### config.mk
export PLATFORM = sky130hd
export DESIGN_NAME = base64_stream_encoder_unit_flat
export DESIGN_NICKNAME = d
export VERILOG_FILES = /design/src/rtl/b64enc_pkg.sv /design/src/rtl/b64enc_if.sv /design/src/rtl/base64_stream_encoder_unit.sv /design/src/rtl/b64enc_front.sv /design/src/rtl/b64enc_queue.sv /design/src/rtl/b64enc_back.sv /design/src/flat_wrapper.sv
export SDC_FILE = /design/constraint.sdc
export NUM_CORES = 1
export LEC_CHECK = 0
export BUFFER_PORTS_ARGS = -buffer_cell sky130_fd_sc_hd__buf_2
export CORE_MARGIN = 4
export CORE_UTILIZATION = 41
export CTS_CLUSTER_DIAMETER = 120
export DETAILED_ROUTE_END_ITERATION = 8
export PLACE_DENSITY_LB_ADDON = 0.25
export SYNTH_ARGS = -nofsm -noshare
export SYNTH_HDL_FRONTEND = slang
export SYNTH_SLANG_ARGS = --single-unit
### constraint.sdc
create_clock -name i_clk -period 3.1 [get_ports i_clk]
set_input_delay 0.465 -clock i_clk [delete_from_list [all_inputs] [get_ports i_clk]]
set_output_delay 0.465 -clock i_clk [all_outputs]
set_load 0.03 [all_outputs]
### src/rtl/b64enc_pkg.sv
`default_nettype none
package b64enc_pkg;

    localparam int unsigned QUEUE_DEPTH = 2;

    localparam logic [7:0] CH_PAD   = 8'h3D;
    localparam logic [7:0] CH_PLUS  = 8'h2B;
    localparam logic [7:0] CH_SLASH = 8'h2F;
    localparam logic [7:0] CH_UPPER = 8'h41;
    localparam logic [7:0] CH_LOWER = 8'h61;
    localparam logic [7:0] CH_DIGIT = 8'h30;

    typedef enum logic [1:0] {
        PH_0 = 2'd0,
        PH_1 = 2'd1,
        PH_2 = 2'd2
    } t_phase;

    // one request worth of characters: up to two sextets, then padding
    typedef struct packed {
        logic [5:0] sext0;
        logic [5:0] sext1;
        logic       has_sext1;
        logic [1:0] cnt_m1;
        logic       last;
    } t_cmd;

    function automatic logic [7:0] sextet_char(input logic [5:0] v);
        logic [7:0] w;
        logic [7:0] c;
        begin
            w = {2'b00, v};
            if (v < 6'd26) begin
                c = CH_UPPER + w;
            end else if (v < 6'd52) begin
                c = CH_LOWER + (w - 8'd26);
            end else if (v < 6'd62) begin
                c = CH_DIGIT + (w - 8'd52);
            end else if (v == 6'd62) begin
                c = CH_PLUS;
            end else begin
                c = CH_SLASH;
            end
            return c;
        end
    endfunction

endpackage
`default_nettype wire

### src/rtl/b64enc_if.sv
`default_nettype none
interface b64enc_byte_if;
    logic       valid;
    logic       ready;
    logic [7:0] data_byte;
    logic       last_byte;

    modport source (output valid, output data_byte, output last_byte, input ready);
    modport sink   (input valid, input data_byte, input last_byte, output ready);
endinterface

interface b64enc_char_if;
    logic       valid;
    logic       ready;
    logic [7:0] out_char;
    logic       last_char;

    modport source (output valid, output out_char, output last_char, input ready);
    modport sink   (input valid, input out_char, input last_char, output ready);
endinterface
`default_nettype wire

### src/rtl/base64_stream_encoder_unit.sv
`default_nettype none
// channel   dir  payload                      note
// i_byte    in   data_byte[7:0], last_byte    raw bytes, last_byte closes a message
// o_char    out  out_char[7:0], last_char     base64 ascii, last_char on final char
//
// one character leaves per cycle while o_char is ready; a byte yields one or two
// characters, the final byte of a message up to four: about four per three bytes
// a first character passes the request queue, r_cmd and the output register
// reset: synchronous, active low; clears phase, queue and output stage
// the request queue lets byte intake run on while characters wait on o_char
module base64_stream_encoder_unit #(
    parameter int unsigned P_QUEUE_DEPTH = b64enc_pkg::QUEUE_DEPTH
) (
    input  wire logic     i_clk,
    input  wire logic     i_rst_n,
    b64enc_byte_if.sink   i_byte,
    b64enc_char_if.source o_char
);

    b64enc_pkg::t_cmd front_cmd;
    b64enc_pkg::t_cmd queue_cmd;
    logic             front_push;
    logic             queue_full;
    logic             queue_valid;
    logic             back_pop;

    b64enc_front u_front (
        .i_clk       (i_clk),
        .i_rst_n     (i_rst_n),
        .i_valid     (i_byte.valid),
        .o_ready     (i_byte.ready),
        .i_data_byte (i_byte.data_byte),
        .i_last_byte (i_byte.last_byte),
        .o_push      (front_push),
        .o_cmd       (front_cmd),
        .i_full      (queue_full)
    );

    b64enc_queue #(
        .P_DEPTH (P_QUEUE_DEPTH)
    ) u_queue (
        .i_clk   (i_clk),
        .i_rst_n (i_rst_n),
        .i_push  (front_push),
        .i_cmd   (front_cmd),
        .o_full  (queue_full),
        .o_valid (queue_valid),
        .i_pop   (back_pop),
        .o_cmd   (queue_cmd)
    );

    b64enc_back u_back (
        .i_clk   (i_clk),
        .i_rst_n (i_rst_n),
        .i_valid (queue_valid),
        .o_pop   (back_pop),
        .i_cmd   (queue_cmd),
        .o_valid (o_char.valid),
        .i_ready (o_char.ready),
        .o_char  (o_char.out_char),
        .o_last  (o_char.last_char)
    );

endmodule
`default_nettype wire

### src/rtl/b64enc_front.sv
`default_nettype none
module b64enc_front (
    input  wire logic              i_clk,
    input  wire logic              i_rst_n,
    input  wire logic              i_valid,
    output logic                   o_ready,
    input  wire logic [7:0]        i_data_byte,
    input  wire logic              i_last_byte,
    output logic                   o_push,
    output b64enc_pkg::t_cmd       o_cmd,
    input  wire logic              i_full
);

    b64enc_pkg::t_phase r_phase;
    b64enc_pkg::t_phase n_phase;
    logic [3:0]         r_left;
    logic [3:0]         n_left;
    logic               accept;

    assign o_ready = !i_full;
    assign accept  = i_valid && !i_full;
    assign o_push  = accept;

    // next phase and leftover bits
    always_comb begin
        n_phase = r_phase;
        n_left  = r_left;
        if (accept) begin
            case (r_phase)
                b64enc_pkg::PH_1: begin
                    n_phase = b64enc_pkg::PH_2;
                    n_left  = i_data_byte[3:0];
                end
                b64enc_pkg::PH_2: begin
                    n_phase = b64enc_pkg::PH_0;
                    n_left  = 4'd0;
                end
                default: begin
                    n_phase = b64enc_pkg::PH_1;
                    n_left  = {2'b00, i_data_byte[1:0]};
                end
            endcase
            if (i_last_byte) begin
                n_phase = b64enc_pkg::PH_0;
                n_left  = 4'd0;
            end
        end
    end

    // request for the back end
    always_comb begin
        o_cmd      = '0;
        o_cmd.last = i_last_byte;
        case (r_phase)
            b64enc_pkg::PH_1: begin
                o_cmd.sext0     = {r_left[1:0], i_data_byte[7:4]};
                o_cmd.sext1     = {i_data_byte[3:0], 2'b00};
                o_cmd.has_sext1 = i_last_byte;
                o_cmd.cnt_m1    = i_last_byte ? 2'd2 : 2'd0;
            end
            b64enc_pkg::PH_2: begin
                o_cmd.sext0     = {r_left, i_data_byte[7:6]};
                o_cmd.sext1     = i_data_byte[5:0];
                o_cmd.has_sext1 = 1'b1;
                o_cmd.cnt_m1    = 2'd1;
            end
            default: begin
                o_cmd.sext0     = i_data_byte[7:2];
                o_cmd.sext1     = {i_data_byte[1:0], 4'b0000};
                o_cmd.has_sext1 = i_last_byte;
                o_cmd.cnt_m1    = i_last_byte ? 2'd3 : 2'd0;
            end
        endcase
    end

    always_ff @(posedge i_clk) begin
        if (!i_rst_n) begin
            r_phase <= b64enc_pkg::PH_0;
            r_left  <= 4'd0;
        end else begin
            r_phase <= n_phase;
            r_left  <= n_left;
        end
    end

endmodule
`default_nettype wire

### src/rtl/b64enc_queue.sv
`default_nettype none
module b64enc_queue #(
    parameter int unsigned P_DEPTH = b64enc_pkg::QUEUE_DEPTH
) (
    input  wire logic              i_clk,
    input  wire logic              i_rst_n,
    input  wire logic              i_push,
    input  wire b64enc_pkg::t_cmd  i_cmd,
    output logic                   o_full,
    output logic                   o_valid,
    input  wire logic              i_pop,
    output b64enc_pkg::t_cmd       o_cmd
);

    localparam int unsigned AW = (P_DEPTH > 1) ? $clog2(P_DEPTH) : 1;
    localparam int unsigned CW = $clog2(P_DEPTH + 1);

    b64enc_pkg::t_cmd r_mem [P_DEPTH];
    logic [AW-1:0]    r_wr;
    logic [AW-1:0]    r_rd;
    logic [CW-1:0]    r_cnt;
    logic             push;
    logic             pop;

    assign o_full  = (r_cnt == CW'(P_DEPTH));
    assign o_valid = (r_cnt != '0);
    assign o_cmd   = r_mem[r_rd];
    assign push    = i_push && !o_full;
    assign pop     = i_pop && o_valid;

    always_ff @(posedge i_clk) begin
        if (push) begin
            r_mem[r_wr] <= i_cmd;
        end
    end

    always_ff @(posedge i_clk) begin
        if (!i_rst_n) begin
            r_wr  <= '0;
            r_rd  <= '0;
            r_cnt <= '0;
        end else begin
            if (push) begin
                r_wr <= (r_wr == AW'(P_DEPTH - 1)) ? '0 : r_wr + 1'b1;
            end
            if (pop) begin
                r_rd <= (r_rd == AW'(P_DEPTH - 1)) ? '0 : r_rd + 1'b1;
            end
            if (push && !pop) begin
                r_cnt <= r_cnt + 1'b1;
            end else if (pop && !push) begin
                r_cnt <= r_cnt - 1'b1;
            end
        end
    end

endmodule
`default_nettype wire

### src/rtl/b64enc_back.sv
`default_nettype none
module b64enc_back (
    input  wire logic              i_clk,
    input  wire logic              i_rst_n,
    input  wire logic              i_valid,
    output logic                   o_pop,
    input  wire b64enc_pkg::t_cmd  i_cmd,
    output logic                   o_valid,
    input  wire logic              i_ready,
    output logic [7:0]             o_char,
    output logic                   o_last
);

    b64enc_pkg::t_cmd r_cmd;
    logic             r_busy;
    logic [1:0]       r_pos;
    logic             r_out_valid;
    logic [7:0]       r_out_char;
    logic             r_out_last;
    logic             can_load;
    logic             emit;
    logic             final_char;
    logic [7:0]       cur_char;

    assign can_load   = !r_out_valid || i_ready;
    assign emit       = r_busy && can_load;
    assign final_char = (r_pos == r_cmd.cnt_m1);
    assign o_pop      = i_valid && (!r_busy || (emit && final_char));

    always_comb begin
        if (r_pos == 2'd0) begin
            cur_char = b64enc_pkg::sextet_char(r_cmd.sext0);
        end else if (r_pos == 2'd1 && r_cmd.has_sext1) begin
            cur_char = b64enc_pkg::sextet_char(r_cmd.sext1);
        end else begin
            cur_char = b64enc_pkg::CH_PAD;
        end
    end

    always_ff @(posedge i_clk) begin
        if (o_pop) begin
            r_cmd <= i_cmd;
        end
        if (emit) begin
            r_out_char <= cur_char;
            r_out_last <= final_char && r_cmd.last;
        end
    end

    always_ff @(posedge i_clk) begin
        if (!i_rst_n) begin
            r_busy      <= 1'b0;
            r_pos       <= 2'd0;
            r_out_valid <= 1'b0;
        end else begin
            if (o_pop) begin
                r_busy <= 1'b1;
                r_pos  <= 2'd0;
            end else if (emit) begin
                if (final_char) begin
                    r_busy <= 1'b0;
                    r_pos  <= 2'd0;
                end else begin
                    r_pos <= r_pos + 1'b1;
                end
            end
            if (emit) begin
                r_out_valid <= 1'b1;
            end else if (i_ready) begin
                r_out_valid <= 1'b0;
            end
        end
    end

    assign o_valid = r_out_valid;
    assign o_char  = r_out_char;
    assign o_last  = r_out_last;

endmodule
`default_nettype wire
### src/flat_wrapper.sv
// flat-port wrapper written by rule: the top's interface ports become plain ports
module base64_stream_encoder_unit_flat 
#(
    parameter int unsigned P_QUEUE_DEPTH = b64enc_pkg::QUEUE_DEPTH
)
  (i_clk, i_rst_n, i_byte_valid, i_byte_data_byte, i_byte_last_byte, i_byte_ready, o_char_valid, o_char_out_char, o_char_last_char, o_char_ready);
  b64enc_byte_if i_byte_i ();
  b64enc_char_if o_char_i ();
  input  wire logic i_clk;
  input  wire logic i_rst_n;
  input wire logic [$bits(i_byte_i.valid)-1:0] i_byte_valid;
  input wire logic [$bits(i_byte_i.data_byte)-1:0] i_byte_data_byte;
  input wire logic [$bits(i_byte_i.last_byte)-1:0] i_byte_last_byte;
  output wire logic [$bits(i_byte_i.ready)-1:0] i_byte_ready;
  output wire logic [$bits(o_char_i.valid)-1:0] o_char_valid;
  output wire logic [$bits(o_char_i.out_char)-1:0] o_char_out_char;
  output wire logic [$bits(o_char_i.last_char)-1:0] o_char_last_char;
  input wire logic [$bits(o_char_i.ready)-1:0] o_char_ready;
  assign i_byte_i.valid = i_byte_valid;
  assign i_byte_i.data_byte = i_byte_data_byte;
  assign i_byte_i.last_byte = i_byte_last_byte;
  assign i_byte_ready = i_byte_i.ready;
  assign o_char_valid = o_char_i.valid;
  assign o_char_out_char = o_char_i.out_char;
  assign o_char_last_char = o_char_i.last_char;
  assign o_char_i.ready = o_char_ready;
  base64_stream_encoder_unit #(.P_QUEUE_DEPTH(P_QUEUE_DEPTH)) u_core (.i_clk(i_clk), .i_rst_n(i_rst_n), .i_byte(i_byte_i), .o_char(o_char_i));
endmodule
**Yosys cells after proc, flatten, opt, wreduce, memory -nomap -nowiden**

Memory sizes are Yosys's and may differ from the RTL's. A register that Yosys moved wholly into a read port is not among the register bits.
Cells that the tools add are included.

- Register bits: 23
- RAM bits: 32
- Logic and storage cells: 94
- Memories: 1

Memory list:

| name | depth | width | rd ports | clocked after Yosys merged registers in | write ports | RTL line | text |
|---|---|---|---|---|---|---|---|
| u_core.u_queue.r_mem | 2 | 16 | 1 | 1 | 1 | b64enc_queue.sv:18 | `b64enc_pkg::t_cmd r_mem [P_DEPTH];` |

- $add $sub $neg: 15
- $lt $le $gt $ge: 6
- Equal/unequal tests: 7
- Multiplexer cells: 29
- Bitwise logic cells: 1
- Reductions and logical operators: 25

Operators by type and width:

| cell | count |
|---|---|
| $mux W8 | 8 |
| $pmux W15 S2 | 1 |
| $lt A6 B6 Y1 const B | 4 |
| $add A7 B6 Y8 const A | 2 |
| $add A7 B7 Y8 const A | 2 |
| $add A7 B8 Y8 const A | 2 |
| $sub A6 B5 Y7 const B | 2 |
| $sub A6 B6 Y7 const B | 2 |
| $eq A6 B6 Y1 const B | 2 |
| $lt A6 B5 Y1 const B | 2 |
| $mux W2 | 6 |
| $logic_and A1 B1 Y1 | 10 |
| $reduce_bool A2 Y1 | 5 |
| $mux W1 | 9 |
| $pmux W4 S2 | 1 |
| $mux W3 | 2 |
| $logic_not A1 Y1 | 5 |
| $add A2 B1 Y2 const B | 2 |
| $eq A2 B1 Y1 const B | 2 |
| $eq A2 B2 Y1 const B | 2 |
| $mux W4 | 1 |
| $pmux W2 S2 | 1 |
| $add A1 B1 Y1 const B | 2 |
| $eq A2 B2 Y1 | 1 |
| 6 further kinds | 7 |

**Logic depth before layout (Yosys ltp)**

- Depth in word-level cells: 10
- Depth in mapped cells: 8

**Hierarchy**

A second synthesis with hierarchy kept.

- Cell total of the unflattened synthesis: 356
- Area, all modules: 4058.9 µm²

Modules (own cells, without submodules):

| module | times used | cells an instance | area each (µm²) |
|---|---|---|---|
| b64enc_back | 1 | 211 | 2123.3 |
| b64enc_queue | 1 | 75 | 1390.1 |
| b64enc_front | 1 | 70 | 545.5 |

**Worst setup path after synthesis**

Ideal clock, no wire load.

- Kind: reg-to-reg
- Start point: register u_core.u_queue.r_cnt[0]
- End point: memory u_core.u_queue.r_mem[0][0] (netlist name), enable pin
- Library setup time: 390 ps
- Data arrival time: 1799 ps
- Data required time: 2710 ps
- Setup slack: 911 ps
- Stages on the path, launching flop included: 5
- Path buffers: 1
- Path through: dfxtp_1 -> nand2b_1 -> nand2_1 -> buf_2 -> nor2_1

- Longest elaborated chain between the ends: 6

RTL lines:

| element | RTL line | text |
|---|---|---|
| start, declared | b64enc_queue.sv:21 | `logic [CW-1:0] r_cnt;` |
| start signal, assigned | b64enc_queue.sv:50 | `r_cnt <= r_cnt + 1'b1;` |
| start signal, assigned | b64enc_queue.sv:52 | `r_cnt <= r_cnt - 1'b1;` |
| $eq A2 B2 Y1 (*) | b64enc_queue.sv:25 | `assign o_full = (r_cnt == CW'(P_DEPTH));` |
| $logic_not A1 Y1 (*) | - |  |
| named net i_byte_ready | flat_wrapper.sv:14 | `output wire logic [$bits(i_byte_i.ready)-1:0] i_byte_ready;` |
| $logic_and A1 B1 Y1 | b64enc_front.sv:21 | `assign accept = i_valid && !i_full;` |
| $logic_and A1 B1 Y1 (*) | b64enc_queue.sv:28 | `assign push = i_push && !o_full;` |
| $mux W1 (*) | b64enc_queue.sv:32 | `if (push) begin` |
| $mux W1 (not written as such) (*) | b64enc_queue.sv:33 | `r_mem[r_wr] <= i_cmd;` |
| end, declared | b64enc_queue.sv:18 |  |

Mark *: on every way through the listed nets, which the timed path passes. The rest lies on a longest branch.

**Final worst setup path**

- Start point: register u_core.u_back.r_cmd[12] (netlist name)
- End point: register u_core.u_back.r_out_char[6], in the netlist u_core.u_back.o_char[6] (data pin)

- Longest elaborated chain between the ends: 6
- Elaborated cells on any way between the ends: 12

RTL lines:

| element | RTL line | text |
|---|---|---|
| $sub A6 B6 Y7 | b64enc_pkg.sv:38 | `c = CH_DIGIT + (w - 8'd52);` |
| $add A7 B7 Y8 | b64enc_pkg.sv:38 |  |
| $mux W8 | b64enc_pkg.sv:37 | `end else if (v < 6'd62) begin` |
| $mux W8 | b64enc_pkg.sv:35 | `end else if (v < 6'd52) begin` |
| $mux W8 (*) | b64enc_pkg.sv:33 | `if (v < 6'd26) begin` |
| $mux W8 (*) | b64enc_back.sv:31 | `if (r_pos == 2'd0) begin` |
| named net u_core.u_back.cur_char[6] | b64enc_back.sv:23 | `logic [7:0] cur_char;` |
| end signal, assigned | b64enc_back.sv:45 | `r_out_char <= cur_char;` |
| end, declared | b64enc_back.sv:18 | `logic [7:0] r_out_char;` |

Marks and branches as above.
A chain may end at the register's enable or synchronous reset.

==> out/results.ini <==
[power_and_ir_drop]
combPwrFrac=0.422
p_clk_frac=0.170
internal_power_mw=2.49
ir_worst_vdd_mv=0.399
p_seq_frac=0.408
swShare=0.397
switching_power_mw=1.64
p_leak_nw=1.59
pwr_density_cell_nw_per_um2=971

[clock_network]
path_clk_slew_ns=0.08
ctsResizeCount=0
cts_made_buffers=9
cts_buffer_depth=2
postCtsHoldBufs=0
cts_tree=built
post-cts-setup-buffers=0
clockRootBuffer=clkbuf_8
worstSkewPairLatency_ns=0.34
cts.sinks=71
htreeDepth=3

[floorplanning]
core_um2=9200
die_x_um=105
start_util=0.419
core.rowCount=35
die_area_um2=11000
num_io_pins=24
die_h_um=105

[global_route]
grt_pass1_wl_mm=12.3
grt_usage=0.138
overflow=0
grt_pass1_vias=2529
grt_max_degree=23
grt_antenna_before_repair=0

[logic_synthesis]
synth_most_common_cell=edfxtp_1
synthSimpleGateAreaFrac=0.118
synth_edf_count=57
syn_nets=372
synth_top_cell_by_area=edfxtp_1
synthTopCellsByCount=edfxtp_1 (57), nand2_1 (26), ha_1 (23), mux2_2 (19), inv_1 (18)
yosysSeqAreaShare=0.517
synth_top_family_by_area=compound AO/OA/AOI/OAI gates
synthXorXnorAreaFrac=0.0455
synth_top_area_frac=0.444
synth_area_per_cell_um2=11.5
syn-cell-area_um2=3850
synthMuxAreaShare=0.0585
synthAdderAreaFrac=0.0747
synth_warnings=0
synth_compound_area_frac=0.152
ys_ff_latch=71
async_flop_share=0
synth_cell_types=55
synthFlopType=edfxtp_1
synth.top_cells.by_area=edfxtp_1 (44%), ha_1 (7.5%), dfxtp_1 (7.3%), mux2_2 (5.6%), a22oi_1 (3.1%)
synthesis.instances=336

[timing]
finalCritPeriodShare=0.720
slew_viol_final=0
rsz0062_at_grt=false
fmax_ghz=0.448
post-route-min-period_ns=2.23
slew-limit-headroom=0.460
tightestPinTransition_ns=0.809
hold_viol=0
tns_ns=0
setup_viol_count_final=0
clock_skew_ns=0.0110

[critical_path]
critPathKind=reg2reg
crit_start=u_core.u_back.r_cmd[12]
end_kind=flip-flop
cp.arrival_ns=2.33
worstPathMaxFanout=8
r2r-end=u_core.u_back.o_char[6]
crit_path_cell_trace=inv_1 > ha_1 > xor2_1 > nor3b_2 > o22ai_1 > a221o_1 > a32o_1
ff2ff_setup_slack_ns=0.87
crit_required_ns=3.19
start_kind=flip-flop
crit_slowest_cell=edfxtp_1
cp-endpoint=u_core.u_back.o_char[6]
slowest_delay_ns=0.52
r2r_start=u_core.u_back.r_cmd[12]
r2r_cells=7

[detailed_routing]
drtIter0Drc=70
vias=2546
viasPerCell=5.37
drt-pass1-iter-count=4
avgRoutedWirePerCell_um=14.7
drcViolationCount=0
wirelength_mm=6.99
ant_nets=0

[finish]
nets=394
num_antenna_cells=0
fin_cells=474
area_growth_pct=10.2
drive_above_1_share=0.190

[status]
status=completed

[place]
dpl.cell_count=458
io_buffers=23
place.gp.congestion=0.851
dp_hpwl_mm=4.96

[min_path]
worst_hold_path_type=in2reg

[flow_run]
cap_violations=0

[per-stage QoR]
| stage | setup slack (ns) | cell area [um2] | power [mW] | util | hold slack, ns |
|---|---|---|---|---|---|
| 6_report | 0.869 | 4250 | 4.12 | 0.462 | 0.433 |
| 5_1_grt | 0.704 | 4250 | 4.45 | 0.462 | 0.421 |
| 4_1_cts | 0.868 | 4250 | 4.16 | 0.462 | 0.413 |
| 3_5_place_dp | 0.878 | 4060 | 3.44 | 0.441 | 0.513 |
| 3_3_place_gp | 0.918 | 4060 | 3.42 | 0.441 | 0.505 |
| 2_1_floorplan | 0.911 | 3850 | 3.04 | - | 0.483 |
[metal layers]
| metal | GRT usage | vias up | wire, um | part of all wire |
|---|---|---|---|---|
| met2 | 0.219 | 40 | 3340 | 0.48 |
| met4 | 0.0450 | 0 | 87 | 0.012 |
| li1 | - | 1284 | - | - |
| met3 | 0.0346 | 7 | 234 | 0.034 |
| met1 | 0.186 | 1215 | 3330 | 0.48 |
| met5 | 0 | - | 0 | 0 |
[layout by cell type (no fill, tap or decap), types with 10 or more instances in the layout]
cell,n
o21ai_0,15
mux2_2,19
a22oi_1,16
xor2_1,10
a21oi_1,12
nor2_1,16
xnor2_1,10
clkbuf_8,11
nor2b_1,11
ha_1,23
buf_2,23
dfxtp_1,14
nand2_1,26
edfxtp_1,57
inv_1,18
[power groups by stage]
| stage | clock [mW] | sequential (mW) | combinational (mW) |
|---|---|---|---|
| after floorplan | 0 | 1.68 | 1.37 |
| after global placement | 0 | 1.70 | 1.72 |
| after detailed placement | 0 | 1.70 | 1.74 |
| after CTS | 0.725 | 1.68 | 1.75 |
| after global routing | 0.776 | 1.73 | 1.95 |
| final | 0.701 | 1.68 | 1.74 |
[state kept, by name, summed over array words and instances, names as in the netlist, 2 cells and up]
register and count:
u_core.u_queue.r_mem 32, u_core.u_back.r_cmd 16, u_core.u_back.o_char 8, u_core.u_front.r_left 4, u_core.u_back.r_pos 2, u_core.u_front.r_phase 2
u_core.u_queue.r_cnt 2
[worst min path at each step]
stage	from	cells past startpoint	to
2_1_floorplan	u_core.u_back.r_pos[0]	2	u_core.u_back.r_pos[0]
3_3_place_gp	u_core.u_back.r_busy	1	u_core.u_back.o_valid
3_5_place_dp	u_core.u_back.r_cmd[0]	1	u_core.u_back.o_last
4_1_cts	i_byte_last_byte	1	u_core.u_queue.r_mem[1][0]
5_1_grt	i_byte_last_byte	1	u_core.u_queue.r_mem[1][0]
6_report	i_byte_data_byte[3]	3	u_core.u_front.r_left[3]
[kinds of logic (layout without fill, tap and decap cells)]
logic type	count (synthesis)	after routing
xor gates and xnor gates	20	20
buffers and inverters	32	59
muxes	20	20
AOI/OAI and AO/OA	82	82
adders and majority gates	23	23
and+or+nand+nor	88	88
DFF	71	71
[cell type report]
cell class,count,area [um2]
clock inverter,5,38.8
sequential,71,1990
fill,862,4950
tap,111,139
multi-input combinational,233,1730
inverter,18,67.6
timing repair buffer,25,130
clock buffer,11,151
[worst max-delay path: cells and delay by family, from the launching register on]
kind,cells,cell delay (ns)
AND/OR/NAND/NOR,1,0.22
adder cells (fa/ha/maj),1,0.28
AO/OA/AOI/OAI,3,0.63
buffers and inverters,1,0.13
flip-flops,1,0.52
XOR/XNOR,1,0.20
Power figures use the tool's default switching activity.
